$ cat src/rtl/core/tce_pkg.sv
// Package of the tab and control character expander: widths, character codes,
// register indexes, result kinds and the command and status structs.
// It depends on nothing else.
package tce_pkg;

    localparam int CHAR_W   = 8;
    localparam int COL_W    = 8;
    localparam int TAB_W    = 5;
    localparam int SUM_W    = 10;
    localparam int CFG_W    = 8;
    localparam int CFG_IDX_W = 2;
    localparam int DCNT_W   = $clog2(COL_W);

    localparam int RESULT_LIMIT = 16;

    localparam logic [CHAR_W-1:0] CHAR_NUL   = 8'd0;
    localparam logic [CHAR_W-1:0] CHAR_TAB   = 8'd9;
    localparam logic [CHAR_W-1:0] CHAR_CR    = 8'd13;
    localparam logic [CHAR_W-1:0] CHAR_SPACE = 8'd32;
    localparam logic [CHAR_W-1:0] CHAR_CARET = 8'd94;
    localparam logic [CHAR_W-1:0] CTRL_LIMIT = 8'd32;
    localparam logic [CHAR_W-1:0] CTRL_OFFSET = 8'd64;
    localparam logic [TAB_W-1:0]  CTRL_SCREEN_STEP = 5'd2;
    localparam logic [TAB_W-1:0]  CARET_RESULTS = 5'd2;

    localparam logic [TAB_W-1:0]  TAB_WIDTH_RST  = 5'd8;
    localparam logic [COL_W-1:0]  LINE_WIDTH_RST = 8'd79;

    typedef enum logic [CFG_IDX_W-1:0] {
        CFG_TAB_WIDTH    = 2'd0,
        CFG_PRINTER_MODE = 2'd1,
        CFG_REVERSE_TABS = 2'd2,
        CFG_LINE_WIDTH   = 2'd3
    } t_cfg_idx;

    typedef enum logic [2:0] {
        K_STOP,
        K_TAB,
        K_CARET,
        K_CTRL,
        K_PLAIN
    } t_kind;

    typedef struct packed {
        logic accept;
        logic div_step;
        logic eval;
        logic emit;
    } t_cmd;

    typedef struct packed {
        logic need_div;
        logic div_last;
        logic emit_last;
        logic out_free;
    } t_status;

endpackage

$ cat src/rtl/core/tce_datapath.sv
// Datapath of the tab and control character expander: configuration registers, line
// state, bit-serial remainder unit for tab stops, result counter and output register.
// Depends on tce_pkg and is sequenced by tce_controller.
module tce_datapath #(
    parameter int MAX_TAB = 16
) (
    input  logic                          i_clk,
    input  logic                          i_rst_n,
    input  logic                          i_cfg_we,
    input  logic [tce_pkg::CFG_IDX_W-1:0] i_cfg_idx,
    input  logic [tce_pkg::CFG_W-1:0]     i_cfg_data,
    input  logic [tce_pkg::CHAR_W-1:0]    i_char_code,
    input  logic                          i_first_of_line,
    input  logic [tce_pkg::COL_W-1:0]     i_start_offset,
    input  tce_pkg::t_cmd                 i_cmd,
    output tce_pkg::t_status              o_status,
    input  logic                          i_out_ready,
    output logic                          o_out_valid,
    output logic [tce_pkg::CHAR_W-1:0]    o_out_char,
    output logic                          o_char_valid,
    output logic                          o_reverse_video,
    output logic                          o_line_done,
    output logic [tce_pkg::COL_W-1:0]     o_column_now,
    output logic                          o_last_of_run
);
    import tce_pkg::*;

    localparam int TAB_LIM_I = (MAX_TAB > RESULT_LIMIT) ? RESULT_LIMIT :
                               ((MAX_TAB < 1) ? 1 : MAX_TAB);
    localparam logic [TAB_W-1:0] TAB_LIM = TAB_W'(TAB_LIM_I);

    logic [TAB_W-1:0]  r_tab_width;
    logic              r_printer_mode;
    logic              r_reverse_tabs;
    logic [COL_W-1:0]  r_line_width;

    logic [COL_W-1:0]  r_column, n_column;
    logic [COL_W-1:0]  r_offset, n_offset;
    logic              r_stopped, n_stopped;
    logic [CHAR_W-1:0] r_char;
    logic [TAB_W-1:0]  r_rem;
    logic [DCNT_W-1:0] r_dcnt;
    logic [TAB_W-1:0]  r_cnt;
    t_kind             r_kind;
    logic              r_out_valid;

    logic [TAB_W-1:0]  eff_tab;
    logic [COL_W-1:0]  b_column;
    logic [COL_W-1:0]  b_offset;
    logic              b_stopped;
    logic [CHAR_W-1:0] e_char;
    logic [TAB_W-1:0]  e_step;
    logic [SUM_W-1:0]  e_sum;
    t_kind             e_kind;
    logic [TAB_W-1:0]  e_cnt;
    logic [DCNT_W-1:0] div_bit;
    logic [TAB_W-1:0]  rem_shift;
    logic [TAB_W-1:0]  rem_next;

    always_comb begin
        eff_tab = r_tab_width;
        if (eff_tab == '0) begin
            eff_tab = TAB_W'(1);
        end
        if (eff_tab > TAB_LIM) begin
            eff_tab = TAB_LIM;
        end
    end

    // Values that hold once a first-of-line item has reset the line.
    always_comb begin
        b_column  = r_column;
        b_offset  = r_offset;
        b_stopped = r_stopped;
        if (i_cmd.accept && i_first_of_line) begin
            b_column  = '0;
            b_offset  = i_start_offset;
            b_stopped = 1'b0;
        end
    end

    assign e_char = i_cmd.accept ? i_char_code : r_char;

    always_comb begin
        if (e_char == CHAR_TAB) begin
            e_step = eff_tab - r_rem;
        end else if (e_char < CTRL_LIMIT && !r_printer_mode) begin
            e_step = CTRL_SCREEN_STEP;
        end else begin
            e_step = TAB_W'(1);
        end
        e_sum = SUM_W'(b_column) + SUM_W'(e_step) + SUM_W'(b_offset);
    end

    always_comb begin
        e_cnt = TAB_W'(1);
        if (b_stopped || e_char == CHAR_CR || e_char == CHAR_NUL) begin
            e_kind = K_STOP;
        end else if (e_sum > SUM_W'(r_line_width)) begin
            e_kind = K_STOP;
        end else if (e_char == CHAR_TAB) begin
            e_kind = K_TAB;
            e_cnt  = e_step;
        end else if (e_char < CTRL_LIMIT) begin
            if (r_printer_mode) begin
                e_kind = K_CARET;
                e_cnt  = CARET_RESULTS;
            end else begin
                e_kind = K_CTRL;
            end
        end else begin
            e_kind = K_PLAIN;
        end
    end

    always_comb begin
        n_column  = b_column;
        n_offset  = b_offset;
        n_stopped = b_stopped;
        if (i_cmd.eval) begin
            if (e_kind == K_STOP) begin
                n_stopped = 1'b1;
            end else begin
                n_column = b_column + COL_W'(e_step);
            end
        end
    end

    // Restoring remainder step, one column bit per cycle, most significant first.
    always_comb begin
        div_bit   = DCNT_W'(COL_W - 1) - r_dcnt;
        rem_shift = {r_rem[TAB_W-2:0], r_column[div_bit]};
        rem_next  = (rem_shift >= eff_tab) ? (rem_shift - eff_tab) : rem_shift;
    end

    always_ff @(posedge i_clk) begin
        if (!i_rst_n) begin
            r_tab_width    <= TAB_WIDTH_RST;
            r_printer_mode <= 1'b0;
            r_reverse_tabs <= 1'b0;
            r_line_width   <= LINE_WIDTH_RST;
        end else if (i_cfg_we) begin
            unique case (t_cfg_idx'(i_cfg_idx))
                CFG_TAB_WIDTH:    r_tab_width    <= i_cfg_data[TAB_W-1:0];
                CFG_PRINTER_MODE: r_printer_mode <= i_cfg_data[0];
                CFG_REVERSE_TABS: r_reverse_tabs <= i_cfg_data[0];
                CFG_LINE_WIDTH:   r_line_width   <= i_cfg_data[COL_W-1:0];
                default:          r_line_width   <= r_line_width;
            endcase
        end
    end

    always_ff @(posedge i_clk) begin
        if (!i_rst_n) begin
            r_column    <= '0;
            r_offset    <= '0;
            r_stopped   <= 1'b0;
            r_cnt       <= '0;
            r_kind      <= K_STOP;
            r_out_valid <= 1'b0;
            r_dcnt      <= '0;
            r_rem       <= '0;
        end else begin
            r_column  <= n_column;
            r_offset  <= n_offset;
            r_stopped <= n_stopped;
            if (i_cmd.accept) begin
                r_rem  <= '0;
                r_dcnt <= '0;
            end else if (i_cmd.div_step) begin
                r_rem  <= rem_next;
                r_dcnt <= r_dcnt + DCNT_W'(1);
            end
            if (i_cmd.eval) begin
                r_kind <= e_kind;
                r_cnt  <= e_cnt;
            end else if (i_cmd.emit) begin
                r_cnt <= r_cnt - TAB_W'(1);
            end
            if (i_cmd.emit) begin
                r_out_valid <= 1'b1;
            end else if (i_out_ready) begin
                r_out_valid <= 1'b0;
            end
        end
    end

    always_ff @(posedge i_clk) begin
        if (i_cmd.accept) begin
            r_char <= i_char_code;
        end
        if (i_cmd.emit) begin
            o_column_now  <= r_column;
            o_last_of_run <= (r_cnt == TAB_W'(1));
            unique case (r_kind)
                K_STOP: begin
                    o_out_char      <= '0;
                    o_char_valid    <= 1'b0;
                    o_reverse_video <= 1'b0;
                    o_line_done     <= 1'b1;
                end
                K_TAB: begin
                    o_out_char      <= CHAR_SPACE;
                    o_char_valid    <= 1'b1;
                    o_reverse_video <= !r_printer_mode && r_reverse_tabs;
                    o_line_done     <= 1'b0;
                end
                K_CARET: begin
                    o_out_char      <= (r_cnt == CARET_RESULTS) ? CHAR_CARET
                                                                : r_char + CTRL_OFFSET;
                    o_char_valid    <= 1'b1;
                    o_reverse_video <= 1'b0;
                    o_line_done     <= 1'b0;
                end
                K_CTRL: begin
                    o_out_char      <= r_char + CTRL_OFFSET;
                    o_char_valid    <= 1'b1;
                    o_reverse_video <= 1'b1;
                    o_line_done     <= 1'b0;
                end
                K_PLAIN: begin
                    o_out_char      <= r_char;
                    o_char_valid    <= 1'b1;
                    o_reverse_video <= 1'b0;
                    o_line_done     <= 1'b0;
                end
                default: begin
                    o_out_char      <= '0;
                    o_char_valid    <= 1'b0;
                    o_reverse_video <= 1'b0;
                    o_line_done     <= 1'b1;
                end
            endcase
        end
    end

    assign o_out_valid        = r_out_valid;
    assign o_status.need_div  = (i_char_code == CHAR_TAB) && !b_stopped;
    assign o_status.div_last  = (r_dcnt == DCNT_W'(COL_W - 1));
    assign o_status.emit_last = (r_cnt == TAB_W'(1));
    assign o_status.out_free  = !r_out_valid || i_out_ready;

endmodule

$ cat src/rtl/core/tce_controller.sv
// Controller of the tab and control character expander: a state machine that takes an
// item, runs the tab stop remainder for a tab, evaluates the byte and sends its results.
// Depends on tce_pkg and drives tce_datapath through command and status structs.
module tce_controller (
    input  logic             i_clk,
    input  logic             i_rst_n,
    input  logic             i_in_valid,
    output logic             o_in_ready,
    input  tce_pkg::t_status i_status,
    output tce_pkg::t_cmd    o_cmd
);
    import tce_pkg::*;

    typedef enum logic [1:0] {
        S_IDLE,
        S_DIV,
        S_EVAL,
        S_EMIT
    } t_state;

    t_state r_state;

    assign o_in_ready      = (r_state == S_IDLE);
    assign o_cmd.accept    = (r_state == S_IDLE) && i_in_valid;
    assign o_cmd.div_step  = (r_state == S_DIV);
    assign o_cmd.eval      = (o_cmd.accept && !i_status.need_div) || (r_state == S_EVAL);
    assign o_cmd.emit      = (r_state == S_EMIT) && i_status.out_free;

    always_ff @(posedge i_clk) begin
        if (!i_rst_n) begin
            r_state <= S_IDLE;
        end else begin
            unique case (r_state)
                S_IDLE: begin
                    if (i_in_valid) begin
                        r_state <= i_status.need_div ? S_DIV : S_EMIT;
                    end
                end
                S_DIV: begin
                    if (i_status.div_last) begin
                        r_state <= S_EVAL;
                    end
                end
                S_EVAL: begin
                    r_state <= S_EMIT;
                end
                S_EMIT: begin
                    if (i_status.out_free && i_status.emit_last) begin
                        r_state <= S_IDLE;
                    end
                end
                default: begin
                    r_state <= S_IDLE;
                end
            endcase
        end
    end

endmodule

$ cat src/rtl/core/tab_control_char_expander.sv
// A printable or control byte is evaluated in the cycle it is taken; a tab on a line that
// has not stopped first runs the bit-serial remainder over the column bits and then an
// evaluation state. Results leave through the single output register, which sets their
// pace; a new item is taken only after the last result of the previous one has been sent.
// Reset is synchronous and active low; it restores the register defaults and clears
// the column, the line offset, the stopped flag and the output valid.
module tab_control_char_expander #(
    parameter int MAX_TAB = 16
) (
    input  logic        i_clk,
    input  logic        i_rst_n,
    input  logic        i_cfg_we,
    input  logic [1:0]  i_cfg_idx,
    input  logic [7:0]  i_cfg_data,
    input  logic        s_axis_tvalid,
    output logic        s_axis_tready,
    input  logic [15:0] s_axis_tdata,  // char_code, start_offset
    input  logic [0:0]  s_axis_tuser,  // first_of_line
    output logic        m_axis_tvalid,
    input  logic        m_axis_tready,
    output logic [15:0] m_axis_tdata,  // out_char, column_now
    output logic [2:0]  m_axis_tuser,  // char_valid, reverse_video, line_done
    output logic        m_axis_tlast
);
    import tce_pkg::*;

    t_cmd              cmd;
    t_status           status;
    logic [CHAR_W-1:0] out_char;
    logic [COL_W-1:0]  column_now;
    logic              char_valid;
    logic              reverse_video;
    logic              line_done;

    tce_controller u_ctrl (
        .i_clk      (i_clk),
        .i_rst_n    (i_rst_n),
        .i_in_valid (s_axis_tvalid),
        .o_in_ready (s_axis_tready),
        .i_status   (status),
        .o_cmd      (cmd)
    );

    tce_datapath #(
        .MAX_TAB (MAX_TAB)
    ) u_dp (
        .i_clk           (i_clk),
        .i_rst_n         (i_rst_n),
        .i_cfg_we        (i_cfg_we),
        .i_cfg_idx       (i_cfg_idx),
        .i_cfg_data      (i_cfg_data),
        .i_char_code     (s_axis_tdata[7:0]),
        .i_first_of_line (s_axis_tuser[0]),
        .i_start_offset  (s_axis_tdata[15:8]),
        .i_cmd           (cmd),
        .o_status        (status),
        .i_out_ready     (m_axis_tready),
        .o_out_valid     (m_axis_tvalid),
        .o_out_char      (out_char),
        .o_char_valid    (char_valid),
        .o_reverse_video (reverse_video),
        .o_line_done     (line_done),
        .o_column_now    (column_now),
        .o_last_of_run   (m_axis_tlast)
    );

    assign m_axis_tdata = {column_now, out_char};
    assign m_axis_tuser = {line_done, reverse_video, char_valid};

endmodule

$ cat config.mk
export PLATFORM = sky130hd
export DESIGN_NAME = tab_control_char_expander
export DESIGN_NICKNAME = d
export VERILOG_FILES = /design/src/rtl/core/tce_pkg.sv /design/src/rtl/core/tce_datapath.sv /design/src/rtl/core/tce_controller.sv /design/src/rtl/core/tab_control_char_expander.sv
export SDC_FILE = /design/constraint.sdc
export NUM_CORES = 1
export LEC_CHECK = 0
export BUFFER_PORTS_ARGS = -buffer_cell sky130_fd_sc_hd__clkbuf_2
export CORE_AREA = 2 2 113 115
export DETAILED_ROUTE_END_ITERATION = 16
export DIE_AREA = 0 0 115 117
export PLACE_DENSITY = 0.56
export SLEW_MARGIN = 25
export SYNTH_ARGS = -nofsm -noshare
export SYNTH_HDL_FRONTEND = slang
export SYNTH_SLANG_ARGS = --single-unit
export TNS_END_PERCENT = 10
$ cat constraint.sdc
create_clock -name i_clk -period 5.8 [get_ports i_clk]
set_input_delay 0.58 -clock i_clk [delete_from_list [all_inputs] [get_ports i_clk]]
set_output_delay 0.58 -clock i_clk [all_outputs]
set_load 0.1 [all_outputs]
Yosys cells after proc, flatten, opt, wreduce, memory -nomap -nowiden --
Index checks and enable logic that the tools add are counted.
Word-level totals: register bits 79, logic and storage cells 123
Operators by class: add/subtract/negate cells 9, order comparisons 5, equal/unequal tests 19, muxes and demuxes 39, bitwise operators 1, reductions and logical operators 30
Operators by type and width (count):
- $mux 5 | 10
- $mux 8 | 6
- $pmux 8 s4 | 1
- $eq 8x4->1 const B | 3
- $mux 2 | 6
- $mux 3 | 4
- $add 10x8->10 | 1
- $gt 10x8->1 | 1
- $sub 5x5->5 | 2
- $add 8x5->9 | 1
- $mux 1 | 9
- $add 8x5->8 | 1
- $add 8x7->8 const B | 1
- $eq 2x2->1 const B | 4
- $logic_and 1x1->1 | 8
- $logic_not 8->1 | 1
- $lt 8x6->1 const B | 1
- $pmux 2 s4 | 1
- $reduce_and 2->1 | 4
- $eq 3x2->1 const B | 2
- $eq 3x3->1 const B | 2
- $eq 5x1->1 const B | 1
- $eq 5x2->1 const B | 1
- $ge 5x5->1 | 1
- 21 further kinds | 31

Longest topological paths before layout --
Gate-level depths: netlist (run 1).
depth after elaboration 15, mapped depth 30, depth with buffers taken out 28

Modules after synthesis --
From an unflattened synthesis (run 1), not the netlist that was laid out.
Second synthesis, totals: cell total of the unflattened synthesis 507, area, all modules 4906.0 µm²
By module, submodules not included:
- tce_datapath | times used 1, cells each 481, area an instance 4695.8 µm², sequential area each 1741.7 µm²
- tce_controller | times used 1, cells each 23, area an instance 187.7 µm², sequential area each 40.0 µm²
- tab_control_char_expander | times used 1, cells each 3, area an instance 22.5 µm², sequential area each 0.0 µm²

Worst setup path after synthesis (run 1) --
No wires, ideal clock.
path kind register to register, start point register u_ctrl.r_state[0], end point register u_dp.r_column[7], library setup time 0.072 ns, data arrival time 5.987 ns, path slack -0.259 ns, stages on the path, launching flop included 31, clock period less this slack 6.059 ns, path through dfxtp_1 > inv_1 > ha_1 > and2_1 > buf_4 > mux2_4 > a2111o_1 > o21ai_0 > o21ai_0 > ha_1 > inv_1 > fa_1 > inv_1 > a21o_1 > a41o_1 > xnor2_1 > a21oi_1 > ha_1 > a21oi_1 > nand2_1 > o21ai_0 > xnor2_1 > ha_1 > and4_1 > o2bb2ai_1 > a41o_1 > nand3b_1 > a21oi_1 > buf_6 > nor2b_4 > mux2i_1
On the way: cells in the longest elaborated chain, start to end 15, elaborated cells on any way between the ends 33, classes of those cells add/sub: 3; order compare: 2; eq/ne: 3; mux: 12; reduce/logical: 13
RTL lines:
- start: declaration | line tce_controller.sv:21 | t_state r_state;
- start signal: assignment | line tce_controller.sv:36 | r_state <= i_status.need_div ? S_DIV : S_EMIT;
- $logic_not 2->1 (*)
- named net s_axis_tready | line tab_control_char_expander.sv:16 | output logic s_axis_tready,
- $logic_and 1x1->1 (*) | line tce_controller.sv:24 | assign o_cmd.accept = (r_state == S_IDLE) && i_in_valid;
- $mux 8 (*) | line tce_datapath.sv:82 | assign e_char = i_cmd.accept ? i_char_code : r_char;
- named net u_dp.e_char[2] | line tce_datapath.sv:51 | logic [CHAR_W-1:0] e_char;
- $lt 8x6->1 | line tce_datapath.sv:87, tce_datapath.sv:104
- $logic_and 1x1->1 | line tce_datapath.sv:87 | end else if (e_char < CTRL_LIMIT && !r_printer_mode) begin
- $mux 2 | line tce_datapath.sv:87
- $mux 5 | line tce_datapath.sv:85 | if (e_char == CHAR_TAB) begin
- $add 8x5->9 | line tce_datapath.sv:92 | e_sum = SUM_W'(b_column) + SUM_W'(e_step) + SUM_W'(b_offset);
- $add 10x8->10 | line tce_datapath.sv:92
- $gt 10x8->1 | line tce_datapath.sv:99 | end else if (e_sum > SUM_W'(r_line_width)) begin
- $mux 3 | line tce_datapath.sv:99
- $mux 3 | line tce_datapath.sv:97 | if (b_stopped || e_char == CHAR_CR || e_char == CHAR_NUL) begin
- $logic_not 3->1 | line tce_datapath.sv:121 | if (e_kind == K_STOP) begin
- $mux 8 (*) | line tce_datapath.sv:121
- $mux 8 (*) | line tce_datapath.sv:120 | if (i_cmd.eval) begin
- end signal: assignment | line tce_datapath.sv:164 | r_column <= n_column;
- end: declaration | line tce_datapath.sv:37 | logic [COL_W-1:0] r_column, n_column;
Mark *: on every way through the listed nets, which the timed path passes. The rest lies on a longest branch. A chain may end at the register's enable or synchronous reset.

Worst setup path in the final report (run 1) --
start point register u_ctrl.r_state[1], end point register u_dp.r_column[6]
On the way: cells in the longest elaborated chain, start to end 15, elaborated cells on any way between the ends 33, classes of those cells add/sub: 3; order compare: 2; eq/ne: 3; mux: 12; reduce/logical: 13
RTL lines (line):
- $logic_not 2->1 (*) | tce_controller.sv:24
- $logic_and 1x1->1 (*) | tce_controller.sv:24
- $mux 8 (*) | tce_datapath.sv:82
- named net u_dp.e_char[2] | tce_datapath.sv:51
- $lt 8x6->1 | tce_datapath.sv:87, tce_datapath.sv:104
- $logic_and 1x1->1 | tce_datapath.sv:87
- $mux 2 | tce_datapath.sv:87
- $mux 5 | tce_datapath.sv:85
- $add 8x5->9 | tce_datapath.sv:92
- $add 10x8->10 | tce_datapath.sv:92
- $gt 10x8->1 | tce_datapath.sv:99
- $mux 3 | tce_datapath.sv:99
- $mux 3 | tce_datapath.sv:97
- $logic_not 3->1 | tce_datapath.sv:121
- $mux 8 (*) | tce_datapath.sv:121
- $mux 8 (*) | tce_datapath.sv:120
Marked as above.

==> run summary, run 1 <==
The sequential group share of total power is 0.312. The class of the most critical hold timing path was in2reg. The fraction of layout instances using a drive strength above 1 is 0.204.

Input and output buffers added on the ports amount to 53. The initial core utilization is 0.389. The starting DRC count in detailed routing was 243; the utilization after layout was 0.456. Counting flops with a built-in enable in the synthesized netlist gives 20.

The logs give 0.00699 ns for the clock skew and 61 for the count of unique library cells instantiated by Yosys. The run gives 3733 as the number of global-route vias before repair. The post-route fraction of the period consumed by the critical path is 0.938. During I/O placement, the number of pins put on the boundary was 54.

The maximum buffer depth of the clock tree was 2. After layout, the minimum clock period comes to 5.44 ns. The count of warnings emitted by yosys is 0. The tools report the setup-violating endpoint count in the final report as 0. The cell count of the worst reg-to-reg path works out to 25. Critical path class: reg2reg.

The worst setup path is captured at a flip-flop. The tools report the count of vias placed by the detailed router as 3853. The proportion of register bits with asynchronous set or reset after synthesis was 0. STA classifies the critical path startpoint as a flip-flop. Counting the buffers created by CTS gives 9. The total congestion overflow was 0; the TritonCTS sink count was 79. The number of hold violations in the final report was 0.

Internal power contribution: 1.48 mW. For the half-perimeter wire length of the detailed placement result, the log shows 8500 um. The floorplan step set the die width to 115 um.

The analysis attributes to cell leakage a power of 2.45 nW. The data arrival at the endpoint of the critical path was 5.68 ns. The synthesized net count is 596. The tools report the initial antenna violation count as 0. In this run the core area contains 41 standard-cell rows. The worst IR drop on VDD came out at 0.163 mV.

Ranked by total cell area, the synthesized netlist is headed by sky130_fd_sc_hd__dfxtp_1 (25%), sky130_fd_sc_hd__edfxtp_1 (13%), sky130_fd_sc_hd__ha_1 (10%). The largest net degree at the start of global routing was 32; the overall track demand over capacity in global routing was 0.176. By count the netlist is led by sky130_fd_sc_hd__dfxtp_1 (59), sky130_fd_sc_hd__nand2_1 (49), sky130_fd_sc_hd__inv_1 (43), sky130_fd_sc_hd__nor2_1 (43), sky130_fd_sc_hd__ha_1 (40).

In this run the power spent charging and discharging nets is 0.999 mW. The sum of negative setup slack is 0 ns. The run gives 0.35 ns as the clock latency at the later pin of the worst-skew pair. The flow ran to the end, and the final reports show no timing, DRC or antenna violations. The tools report the mapped cell area as 0.00478 mm^2.

The required time at the worst-slack endpoint came out at 6.04 ns. For this run, the top clock speed supported by timing is 184 MHz. For the pin with the worst max-slew slack, the measured transition is 0.895 ns.

In the post-synthesis netlist, the cell with the most instances is sky130_fd_sc_hd__dfxtp_1. In the synthesized netlist the dominant register cell turns out to be sky130_fd_sc_hd__dfxtp_1. The fraction of post-synthesis cell area in the top cell type by area was 0.247; the post-synthesis sequential element count was 79.

For the final-report max-slew violation count, the log shows 0. For the number of levels the H-tree was split into, the log shows 3. The remaining antenna violation count after routing was 0. Before antenna repair, the detailed router went through 4 iterations.

TritonCTS built the clock tree. The routed wire length per instance came out at 15.2 um. The die area is 0.0135 mm^2, and the part of the total power dissipated in the clock network is 0.241. The remaining design rule violation count is 0. Synthesis produced a netlist whose cell count is 520.

The tools report the global-route wire length before repair as 18200 um. Summed over all instances, the cell type with the most area after synthesis is sky130_fd_sc_hd__dfxtp_1. The area of the core came out at 0.0123 mm^2. Averaged over all synthesized cells, the footprint is 9.20 um^2.

The biggest fanout along the worst timing path is 10. Max-cap violations in this run came to 0. The portion of total power attributed to combinational logic is 0.447, and the power per cell area is 441 mW/mm^2. The worst hold path passes through 3 cells. After clock tree synthesis, the clock-pin slew on the worst setup and hold paths is 0.06 ns.

The area growth from synthesis to layout is 17.4%. Part of the Yosys area used for sequential elements: 0.372. 0 antenna diodes ended up in the layout.

Using the TritonRoute via totals, the vias-per-cell ratio works out to 5.25. The final net count was 655; the overall die height was 117 um. After detailed routing, the total wire length is 11100 um. The switching share of power came out at 0.403. The tools report the last weighted congestion value of the routability-driven placer as 0.893.

The run gives 0.402 as the relative slew slack. The root cell of the clock tree is sky130_fd_sc_hd__clkbuf_16.
[cells in the final DEF (no fill, tap or decap), types with 8 or more instances in the layout]
cell type / Yosys / final
sky130_fd_sc_hd__a211oi_1: 10 / 10
sky130_fd_sc_hd__a21o_1: 10 / 10
sky130_fd_sc_hd__a21oi_1: 29 / 25
sky130_fd_sc_hd__and2_1: 16 / 14
sky130_fd_sc_hd__buf_4: 5 / 15
sky130_fd_sc_hd__clkbuf_16: 0 / 11
sky130_fd_sc_hd__clkbuf_2: 0 / 53
sky130_fd_sc_hd__dfxtp_1: 59 / 58
sky130_fd_sc_hd__edfxtp_1: 20 / 20
sky130_fd_sc_hd__ha_1: 40 / 39
sky130_fd_sc_hd__inv_1: 43 / 42
sky130_fd_sc_hd__mux2_2: 12 / 12
sky130_fd_sc_hd__mux2i_1: 15 / 15
sky130_fd_sc_hd__nand2_1: 49 / 49
sky130_fd_sc_hd__nand3_1: 22 / 22
sky130_fd_sc_hd__nor2_1: 43 / 42
sky130_fd_sc_hd__o21a_1: 9 / 9
sky130_fd_sc_hd__o21ai_0: 14 / 8
sky130_fd_sc_hd__o21ai_1: 7 / 9
sky130_fd_sc_hd__xnor2_1: 15 / 15
sky130_fd_sc_hd__xor2_1: 9 / 9
[final timing paths]
kind / end / slack (ns) / startpoint
setup reg to reg: u_dp.r_column[6] / 0.36 / u_ctrl.r_state[1]
hold reg to reg: u_dp.r_line_width[7] / 0.46 / u_dp.r_line_width[7]
hold / removal: u_dp.r_line_width[5] / 0.46 / i_cfg_data[5]
setup / recovery: u_dp.r_column[6] / 0.36 / u_ctrl.r_state[1]
[worst max-delay path: stages, from the launching register on]
cell	delay, ns
sky130_fd_sc_hd__dfxtp_2	0.34
sky130_fd_sc_hd__inv_1	0.10
sky130_fd_sc_hd__ha_4	0.18
sky130_fd_sc_hd__and2_4	0.19
sky130_fd_sc_hd__mux2_4	0.31
sky130_fd_sc_hd__a2111o_1	0.41
sky130_fd_sc_hd__buf_4	0.19
sky130_fd_sc_hd__o21a_1	0.18
sky130_fd_sc_hd__ha_1	0.30
sky130_fd_sc_hd__a21o_1	0.20
sky130_fd_sc_hd__a21oi_2	0.17
sky130_fd_sc_hd__xnor2_1	0.14
sky130_fd_sc_hd__ha_1	0.37
sky130_fd_sc_hd__o21ai_0	0.10
sky130_fd_sc_hd__nor2_1	0.24
sky130_fd_sc_hd__o21a_1	0.15
sky130_fd_sc_hd__nor2_1	0.04
sky130_fd_sc_hd__xnor2_1	0.18
sky130_fd_sc_hd__ha_1	0.28
sky130_fd_sc_hd__and4_1	0.23
sky130_fd_sc_hd__o21ai_0	0.08
sky130_fd_sc_hd__a41o_1	0.25
sky130_fd_sc_hd__nand2b_1	0.10
sky130_fd_sc_hd__a21oi_4	0.27
sky130_fd_sc_hd__a31oi_1	0.13
sky130_fd_sc_hd__a41o_1	0.21
[final cells by class]
| cell class | count | area (um^2) |
|---|---|---|
| repair buffers | 68 | 378 |
| flip-flops and latches | 79 | 1780 |
| well taps | 150 | 188 |
| inverters | 43 | 161 |
| clock inverters | 2 | 15.0 |
| fillers | 1204 | 6690 |
| multi-input cells | 378 | 2790 |
| clock buffers | 14 | 307 |
[routing by layer]
layer,track usage,wire [um]
met1,0.223,5280
met2,0.285,5070
met3,0.0530,562
met4,0.0643,230
met5,0,0
[metrics by stage]
step	hold WS [ns]	worst slack, ns	cells	power (mW)	cell area, um^2
floorplan	0.406	0.0905	520	1.61	4790
global placement	0.449	0.186	716	1.85	5230
detailed placement	0.456	0.00551	716	1.86	5230
CTS	0.452	0.0151	732	2.47	5550
global route	0.450	-0.00131	734	2.65	5620
finish	0.461	0.361	734	2.48	5620
[state kept, by name, summed over array words and instances (netlist names), 5 cells and up]
name               flops
u_dp.r_offset          8
u_dp.o_out_char        8
u_dp.r_cnt             5
u_dp.r_rem             5
u_dp.o_column_now      8
u_dp.r_char            8
u_dp.r_tab_width       5
u_dp.r_column          8
u_dp.r_line_width      8
[cell families (layout without fill, tap and decap cells)]
kind of cell	after synthesis	after routing	share of synthesized area
fa+ha+maj	44	44	0.121
simple gates	165	165	0.167
flops	79	79	0.372
compound gates	115	115	0.166
buf+inv	63	127	0.0568
mux	30	30	0.0722
xor+xnor	24	24	0.0439
[power groups by stage]
stage,Sequential (mW),Clock [mW],Combinational [mW]
final,0.772,0.597,1.11
after global placement,0.780,0,1.07
after global routing,0.788,0.636,1.23
after CTS,0.772,0.612,1.09
after floorplan,0.864,0,0.749
after detailed placement,0.784,0,1.08
[timing repair]
item,4_1_cts,5_1_grt
gates resized for setup,0,21
buffers inserted,0,2
hold buffers,0,0
setup endpoints to repair,0,17
(Power assumes the default switching activity.)
==> run 2, diff against run 1 <==
--- a/config.mk
+++ b/config.mk
@@ -6,9 +6,9 @@
 export NUM_CORES = 1
 export LEC_CHECK = 0
 export BUFFER_PORTS_ARGS = -buffer_cell sky130_fd_sc_hd__clkbuf_2
-export CORE_AREA = 2 2 113 115
+export CORE_AREA = 2 2 93 139
 export DETAILED_ROUTE_END_ITERATION = 16
-export DIE_AREA = 0 0 115 117
+export DIE_AREA = 0 0 95 141
 export PLACE_DENSITY = 0.56
 export SLEW_MARGIN = 25
 export SYNTH_ARGS = -nofsm -noshare
==> run 2 against run 1 <==
Register-to-register slack got worse by 0.07 ns; sequential share of layout area decreased by 0.086 points; global-route usage increased by 0.63 points; critical path type unchanged; critical endpoint is now u_dp.r_column[5]; largest cell class unchanged.
==> run summary, run 2 (synthesized netlist as in run 1, its figures left out) <==
The flow ran to the end, and the final reports show no timing, DRC or antenna violations. The post-placement cell count is 721 (+0.70%). TritonCTS built the clock tree. The highest achievable clock rate was 181 MHz (-1.3%); the smallest hold slack was 0.456 ns (-0.00435 ns).

The clock skew is 0.00477 ns (-0.00221 ns), and the count of pins on the block boundary is 54 (unchanged). The total congestion overflow is 0 (unchanged), and the starting DRC count in detailed routing is 180 (-26%). The hold buffer count at cts was 0 (unchanged); the antenna diode instance count was 0 (unchanged).

The post-layout minimum cycle time was 5.51 ns (+0.0703 ns); the maximum buffer depth of the clock tree was 2 (unchanged). The clock slew seen by the registers of the worst setup and hold paths came out at 0.06 ns (about the same). Setup repair after global routing left no endpoint under its margin. The slew of the pin with the lowest slew margin was 0.746 ns (-0.149 ns); the count of max-cap constraint violations was 0 (unchanged). The fraction of layout instances using a drive strength above 1 works out to 0.211 (+0.00676).

The tools report the count of standard-cell rows as 50 (+22%). The root cell of the clock tree was sky130_fd_sc_hd__clkbuf_16. The area growth from synthesis to layout was 17.7%.

STA classifies the critical path startpoint as a flip-flop. The ratio of routed vias to standard cells was 5.20 (-0.89%). The run gives 0.502 (+0.0999) as the relative slew slack. The run gives 0.0123 mm^2 (+0.10%) as the area of the core.

The tools report the remaining antenna violation count after routing as 0 (unchanged). The post-route fraction of the period consumed by the critical path came out at 0.950 (+0.0121). The class of the most critical hold timing path is reg2reg. The detailed-routing iteration count for the pre-antenna-repair pass was 4 (unchanged); the leakage power summed over all cells was 2.46 nW (+0.17%).

The clock latency at the later pin of the worst-skew pair came out at 0.34 ns (about the same). The run gives 3876 (+0.60%) as the count of vias placed by the detailed router. The initial core utilization was 0.388 (-0.000394). The routed wire length per instance was 15.6 um (+3.1%); the number of clock buffers inserted by TritonCTS was 9 (unchanged). The tools report the number of levels the H-tree was split into as 3 (unchanged). For the final-report max-slew violation count, the log shows 0 (unchanged). The power consumption is 2.45 mW (-0.94%). The initial antenna violation count was 0 (unchanged). The final worst-path setup slack was 0.290 ns (-0.0703 ns). In the layout the commonest cells are sky130_fd_sc_hd__dfxtp_1 (59), sky130_fd_sc_hd__clkbuf_2 (53), sky130_fd_sc_hd__nand2_1 (49), sky130_fd_sc_hd__nor2_1 (42), sky130_fd_sc_hd__inv_1 (41). The number of buffers inserted by port buffering works out to 53 (unchanged). Critical path class: reg2reg.

The largest net degree at the start of global routing is 32 (unchanged), and the width of the chip is 95 um (-17%). The utilization after layout was 0.457 (about the same). For the global-route wire length before repair, the log shows 18700 um (+3.0%). The final net count was 660 (+0.76%). The final wirelength is 11700 um (+4.7%). The worst IR drop on VDD was 0.138 mV (-16%). Leaving out fill and tap cells, the most frequent cell in the layout is sky130_fd_sc_hd__dfxtp_1.

The remaining design rule violation count came out at 0 (unchanged). For the half-perimeter wire length of the detailed placement result, the log shows 9070 um (+6.7%). The post-placement setup slack was -0.0145 ns (-0.0200 ns); the TritonCTS sink count was 79 (unchanged).

The tools report the data arrival at the endpoint of the critical path as 5.78 ns (+0.10 ns). The number of hold violations in the final report came out at 0 (unchanged). The biggest fanout along the worst timing path is 7 (-3), and the overall track demand over capacity in global routing is 0.182 (+0.00626). The worst setup path is captured at a flip-flop. The number of global-route vias before repair is 3877 (+3.9%). The logs give 6.07 ns (+0.03 ns) for the required time at the worst-slack endpoint and 745 (+1.5%) for the final cell count without fillers. The die area was 0.0134 mm^2 (-0.45%); the last weighted congestion value of the routability-driven placer was 0.867 (-2.9%). The power per cell area was 436 mW/mm^2 (-1.1%). The setup-violating endpoint count in the final report was 0 (unchanged); the overall die height was 141 um (+21%).
-- run 2: per-layer routing --
| metal | share of wire | vias up | track usage |
|---|---|---|---|
| li1 | - | 1962 | - |
| met1 | 0.39 | 1828 | 0.198 |
| met2 | 0.55 | 74 | 0.342 |
| met3 | 0.032 | 12 | 0.0342 |
| met4 | 0.019 | 0 | 0.0656 |
| met5 | 0 | - | 0 |
-- run 2: worst max-delay path: stages, from the launching register on --
cell and delay [ns]:
sky130_fd_sc_hd__dfxtp_1 0.39, sky130_fd_sc_hd__inv_2 0.08, sky130_fd_sc_hd__ha_4 0.19, sky130_fd_sc_hd__and2_4 0.17, sky130_fd_sc_hd__mux2_4 0.30, sky130_fd_sc_hd__a2111o_1 0.40, sky130_fd_sc_hd__buf_4 0.19, sky130_fd_sc_hd__o21a_1 0.19
sky130_fd_sc_hd__ha_1 0.30, sky130_fd_sc_hd__a21o_1 0.19, sky130_fd_sc_hd__a21oi_1 0.22, sky130_fd_sc_hd__xnor2_1 0.14, sky130_fd_sc_hd__ha_1 0.35, sky130_fd_sc_hd__o21ai_0 0.09, sky130_fd_sc_hd__nor2_1 0.20, sky130_fd_sc_hd__o21a_1 0.14
sky130_fd_sc_hd__nor2_1 0.04, sky130_fd_sc_hd__xnor2_1 0.24, sky130_fd_sc_hd__ha_1 0.30, sky130_fd_sc_hd__and4_1 0.23, sky130_fd_sc_hd__o21ai_0 0.07, sky130_fd_sc_hd__a41o_1 0.23, sky130_fd_sc_hd__nand3b_1 0.10, sky130_fd_sc_hd__a21oi_2 0.16
sky130_fd_sc_hd__buf_4 0.17, sky130_fd_sc_hd__nor2b_1 0.17, sky130_fd_sc_hd__mux2i_1 0.19
-- run 2: final timing paths --
kind                        start                   end  slack [ns]  cells past startpoint
max             u_ctrl.r_state[1]      u_dp.r_column[5]        0.29                     26
min          u_dp.r_line_width[4]  u_dp.r_line_width[4]        0.46                      2
min reg2reg  u_dp.r_line_width[4]  u_dp.r_line_width[4]        0.46                      2
max reg2reg     u_ctrl.r_state[1]      u_dp.r_column[5]        0.29                     26
-- run 2: final cells by class --
class,instances,area [um^2]
Clock buffer,13,270
Clock inverter,3,17.5
Fill cell,1198,6700
Inverter,43,161
Multi-Input combinational cell,378,2780
Sequential cell,79,1780
Tap cell,156,195
Timing Repair Buffer,73,419
-- run 2: power breakdown --
part	switching, mW	total [mW]	internal (mW)
Clock	0.221	0.545	0.324
Combinational	0.692	1.14	0.444
Sequential	0.0865	0.771	0.684
-- run 2: per-stage QoR --
| step | area [um^2] | setup TNS (ns) |
|---|---|---|
| finish | 5630 | 0 |
| global route | 5630 | 0 |
| CTS | 5520 | 0 |
| detailed placement | 5230 | -0.0145 |
| global placement | 5230 | 0 |
| floorplan | 4790 | 0 |
-- run 2: repair_timing --
item                       in CTS  in global routing
setup buffers                   0                  7
setup endpoints to repair       1                 17
hold endpoints to repair        0                  0
gates cloned                    0                  1
pin swaps                       0                  5
resized for setup               1                 17
==> run 3, diff against run 2 <==
--- a/config.mk
+++ b/config.mk
@@ -10,6 +10,7 @@
 export DETAILED_ROUTE_END_ITERATION = 16
 export DIE_AREA = 0 0 95 141
 export PLACE_DENSITY = 0.56
+export REMOVE_ABC_BUFFERS = 1
 export SLEW_MARGIN = 25
 export SYNTH_ARGS = -nofsm -noshare
 export SYNTH_HDL_FRONTEND = slang
==> run 3 against run 2 <==
Non-clock buffer count increased by 3; worst setup slack got worse by 0.16 ns; clock-buffer cell count shrank 3; critical path type unchanged.
==> run summary, run 3 (synthesized netlist as in run 1, its figures left out) <==
The run finished with clean final reports. The count of vias placed by the detailed router is 3895 (+0.49%), and the area of placed instances is 0.00523 mm^2 (about the same). The maximum buffer depth of the clock tree is 2 (unchanged).

On the critical path the largest part of the delay comes from compound AO/OA/AOI/OAI gates. The ratio of routed vias to standard cells works out to 5.21 (about the same). The leakage power summed over all cells is 2.50 nW (+1.6%), and the count of buffer and inverter cells on the critical path is 3 (unchanged). The tools report the critical register-to-register path startpoint as u_ctrl.r_state[0]. The tools report the worst IR drop on VDD as 0.159 mV (+16%). The slowest cell on the critical path is sky130_fd_sc_hd__a2111o_1.

The number of buffers inserted by port buffering came out at 53 (unchanged). Setup repair after global routing could not meet its margin everywhere. The post-placement setup slack was 0.00144 ns (+0.0160 ns); the biggest fanout along the worst timing path was 8 (+1). For the last weighted congestion value of the routability-driven placer, the log shows 0.871 (+0.46%). The number of hold violations in the final report was 0 (unchanged). For the remaining design rule violation count, the log shows 0 (unchanged).

The final wirelength is 11500 um (-1.4%). The logs give 18000 um (-3.7%) for the global-route wire length before repair and 79 (unchanged) for the TritonCTS sink count. The sum of negative setup slack was 0 ns (unchanged); the setup-violating endpoint count in the final report was 0 (unchanged).

The post-layout minimum cycle time was 5.67 ns (+0.165 ns); the number of levels the H-tree was split into was 3 (unchanged). The run gives 722 (+0.14%) as the post-placement cell count. The tools report the area of the core as 0.0123 mm^2 (unchanged).

The final worst-path setup slack was 0.125 ns (-0.165 ns); the clock slew seen by the registers of the worst setup and hold paths was 0.06 ns (about the same). For the data arrival at the endpoint of the critical path, the log shows 5.94 ns (+0.16 ns). The routed wire length per instance came out at 15.4 um (-1.8%).

The tools report the fill cell instance count of the final layout as 1177 (-1.8%). The worst setup path is captured at a flip-flop. For the remaining antenna violation count after routing, the log shows 0 (unchanged).

Largest stage delay on the critical path: 0.46 ns (+0.06 ns). Final-report max-slew violation count: 0 (unchanged). The slew of the pin with the lowest slew margin came out at 1.01 ns (+0.268 ns).

The path with the worst hold slack has its endpoint at u_dp.o_column_now[4]. The count of pins on the block boundary came out at 54 (unchanged). The total congestion overflow was 0 (unchanged). The width of the chip was 95 um (unchanged). The class of the most critical hold timing path is reg2reg. The half-perimeter wire length of the detailed placement result was 8830 um (-2.7%); the initial antenna violation count was 0 (unchanged). The post-route fraction of the period consumed by the critical path is 0.978 (+0.0284), and the cell count of the worst reg-to-reg path is 27 (+3.8%). The final net count is 663 (+0.45%), and the cell depth of the worst min-delay path is 0 (-2). Terminus of the critical flop-to-flop path: u_dp.r_column[5]. The tools report the worst min-delay path startpoint as u_dp.r_column[4].

The tools report the clock skew as 0.00819 ns (+0.00342 ns). The cell occurring most often along the worst timing path is sky130_fd_sc_hd__ha_1. For the number of clock buffers inserted by TritonCTS, the log shows 9 (unchanged). Overall track demand over capacity in global routing: 0.176 (-0.00597). The tools report the power consumption as 2.48 mW (+1.2%). The logs give 50 (unchanged) for the count of standard-cell rows and 0.323 (-0.180) for the relative slew slack. The initial core utilization is 0.388 (unchanged), and the number of global-route vias before repair is 3661 (-5.6%). The clock latency at the later pin of the worst-skew pair came out at 0.34 ns (about the same). The root cell of the clock tree is sky130_fd_sc_hd__clkbuf_16. Compared with the post-synthesis result, the final layout area differs by 18.5%.

The detailed-routing iteration count for the pre-antenna-repair pass was 4 (unchanged). In the layout the commonest cells are sky130_fd_sc_hd__dfxtp_1 (58), sky130_fd_sc_hd__clkbuf_2 (53), sky130_fd_sc_hd__nand2_1 (49), sky130_fd_sc_hd__inv_1 (43), sky130_fd_sc_hd__nor2_1 (42). TritonCTS built the clock tree. The tools report the hold buffer count at cts as 0 (unchanged).

The starting DRC count in detailed routing is 194 (+7.8%). Required time at the worst-slack endpoint: 6.07 ns (about the same). The power per cell area came out at 437 mW/mm^2 (+0.44%). The final cell count without fillers was 748 (+0.40%). The logs give 32 (unchanged) for the largest net degree at the start of global routing and 0.13 ns (-0.16 ns) for the setup slack on the worst flop-to-flop path. The highest achievable clock rate is 176 MHz (-2.9%), and the antenna diode instance count is 0 (unchanged). The count of max-cap constraint violations came out at 0 (unchanged). The critical path is of the reg2reg type. The most common cell after layout, fill and taps aside is sky130_fd_sc_hd__dfxtp_1.

Fraction of layout instances using a drive strength above 1: 0.218 (+0.00738). Launching element type of the critical path: a flip-flop. Final cell area excluding filler cells: 0.00567 mm^2 (+0.71%). The overall die height is 141 um (unchanged), and the die area is 0.0134 mm^2 (unchanged).
==> run 3: cell count changes in the layout (fill, tap and decap cells not counted), sizes merged <==
cell,change
clkinv,+1
inv,+1
buf,+4
bufinv,+1
clkbuf,-3
clkdlybuf4s15,-1
==> run 3: cell type report <==
cell class                      instances  area (um^2)  area share
Inverter                               43          161      0.0285
Tap cell                              156          195      0.0344
Clock buffer                           10          239      0.0422
Sequential cell                        79         1780       0.314
Multi-Input combinational cell        378         2790       0.493
Clock inverter                          6         58.8      0.0104
Timing Repair Buffer                   76          438      0.0772
==> run 3: worst max-delay path by stage <==
stage / from / to / slack, ns / depth (start not counted)
finish: u_ctrl.r_state[0] / u_dp.r_column[5] / 0.13 / 27
global placement: s_axis_tvalid / u_dp.r_column[5] / 0.20 / 28
floorplan: u_ctrl.r_state[0] / u_dp.r_column[7] / -0.89 / 28
detailed placement: s_axis_tvalid / u_dp.r_column[5] / 0.001 / 28
CTS: u_ctrl.r_state[0] / u_dp.r_column[5] / 0.06 / 30
global route: u_ctrl.r_state[0] / u_dp.r_column[5] / -0.15 / 27
==> run 3: metal layers <==
metal / GRT usage / share of wire / up-vias
li1: - / - / 1965
met1: 0.200 / 0.40 / 1832
met2: 0.317 / 0.53 / 78
met3: 0.0262 / 0.034 / 20
met4: 0.0824 / 0.031 / 0
met5: 0 / 0 / -
==> run 3: stage by stage <==
stage | hold slack [ns] | utilization
2_1_floorplan | 0.417 | -
3_3_place_gp | 0.445 | 0.424
3_5_place_dp | 0.453 | 0.424
4_1_cts | 0.453 | 0.449
5_1_grt | 0.464 | 0.460
6_report | 0.455 | 0.460
==> run 3: report_power, final <==
group          switching (mW)  internal (mW)  leakage [nW]
clock                   0.229          0.343         0.144
sequential             0.0839          0.685         0.670
combinational           0.691          0.449          1.68
total                    1.00           1.48          2.50
==> run 3: repair_timing <==
action	in CTS	in global routing
resized for setup	2	17
setup endpoints to repair	3	16
gates cloned	0	0
endpoints found under the hold margin	0	0
pin swaps	0	7
buffers inserted	0	10
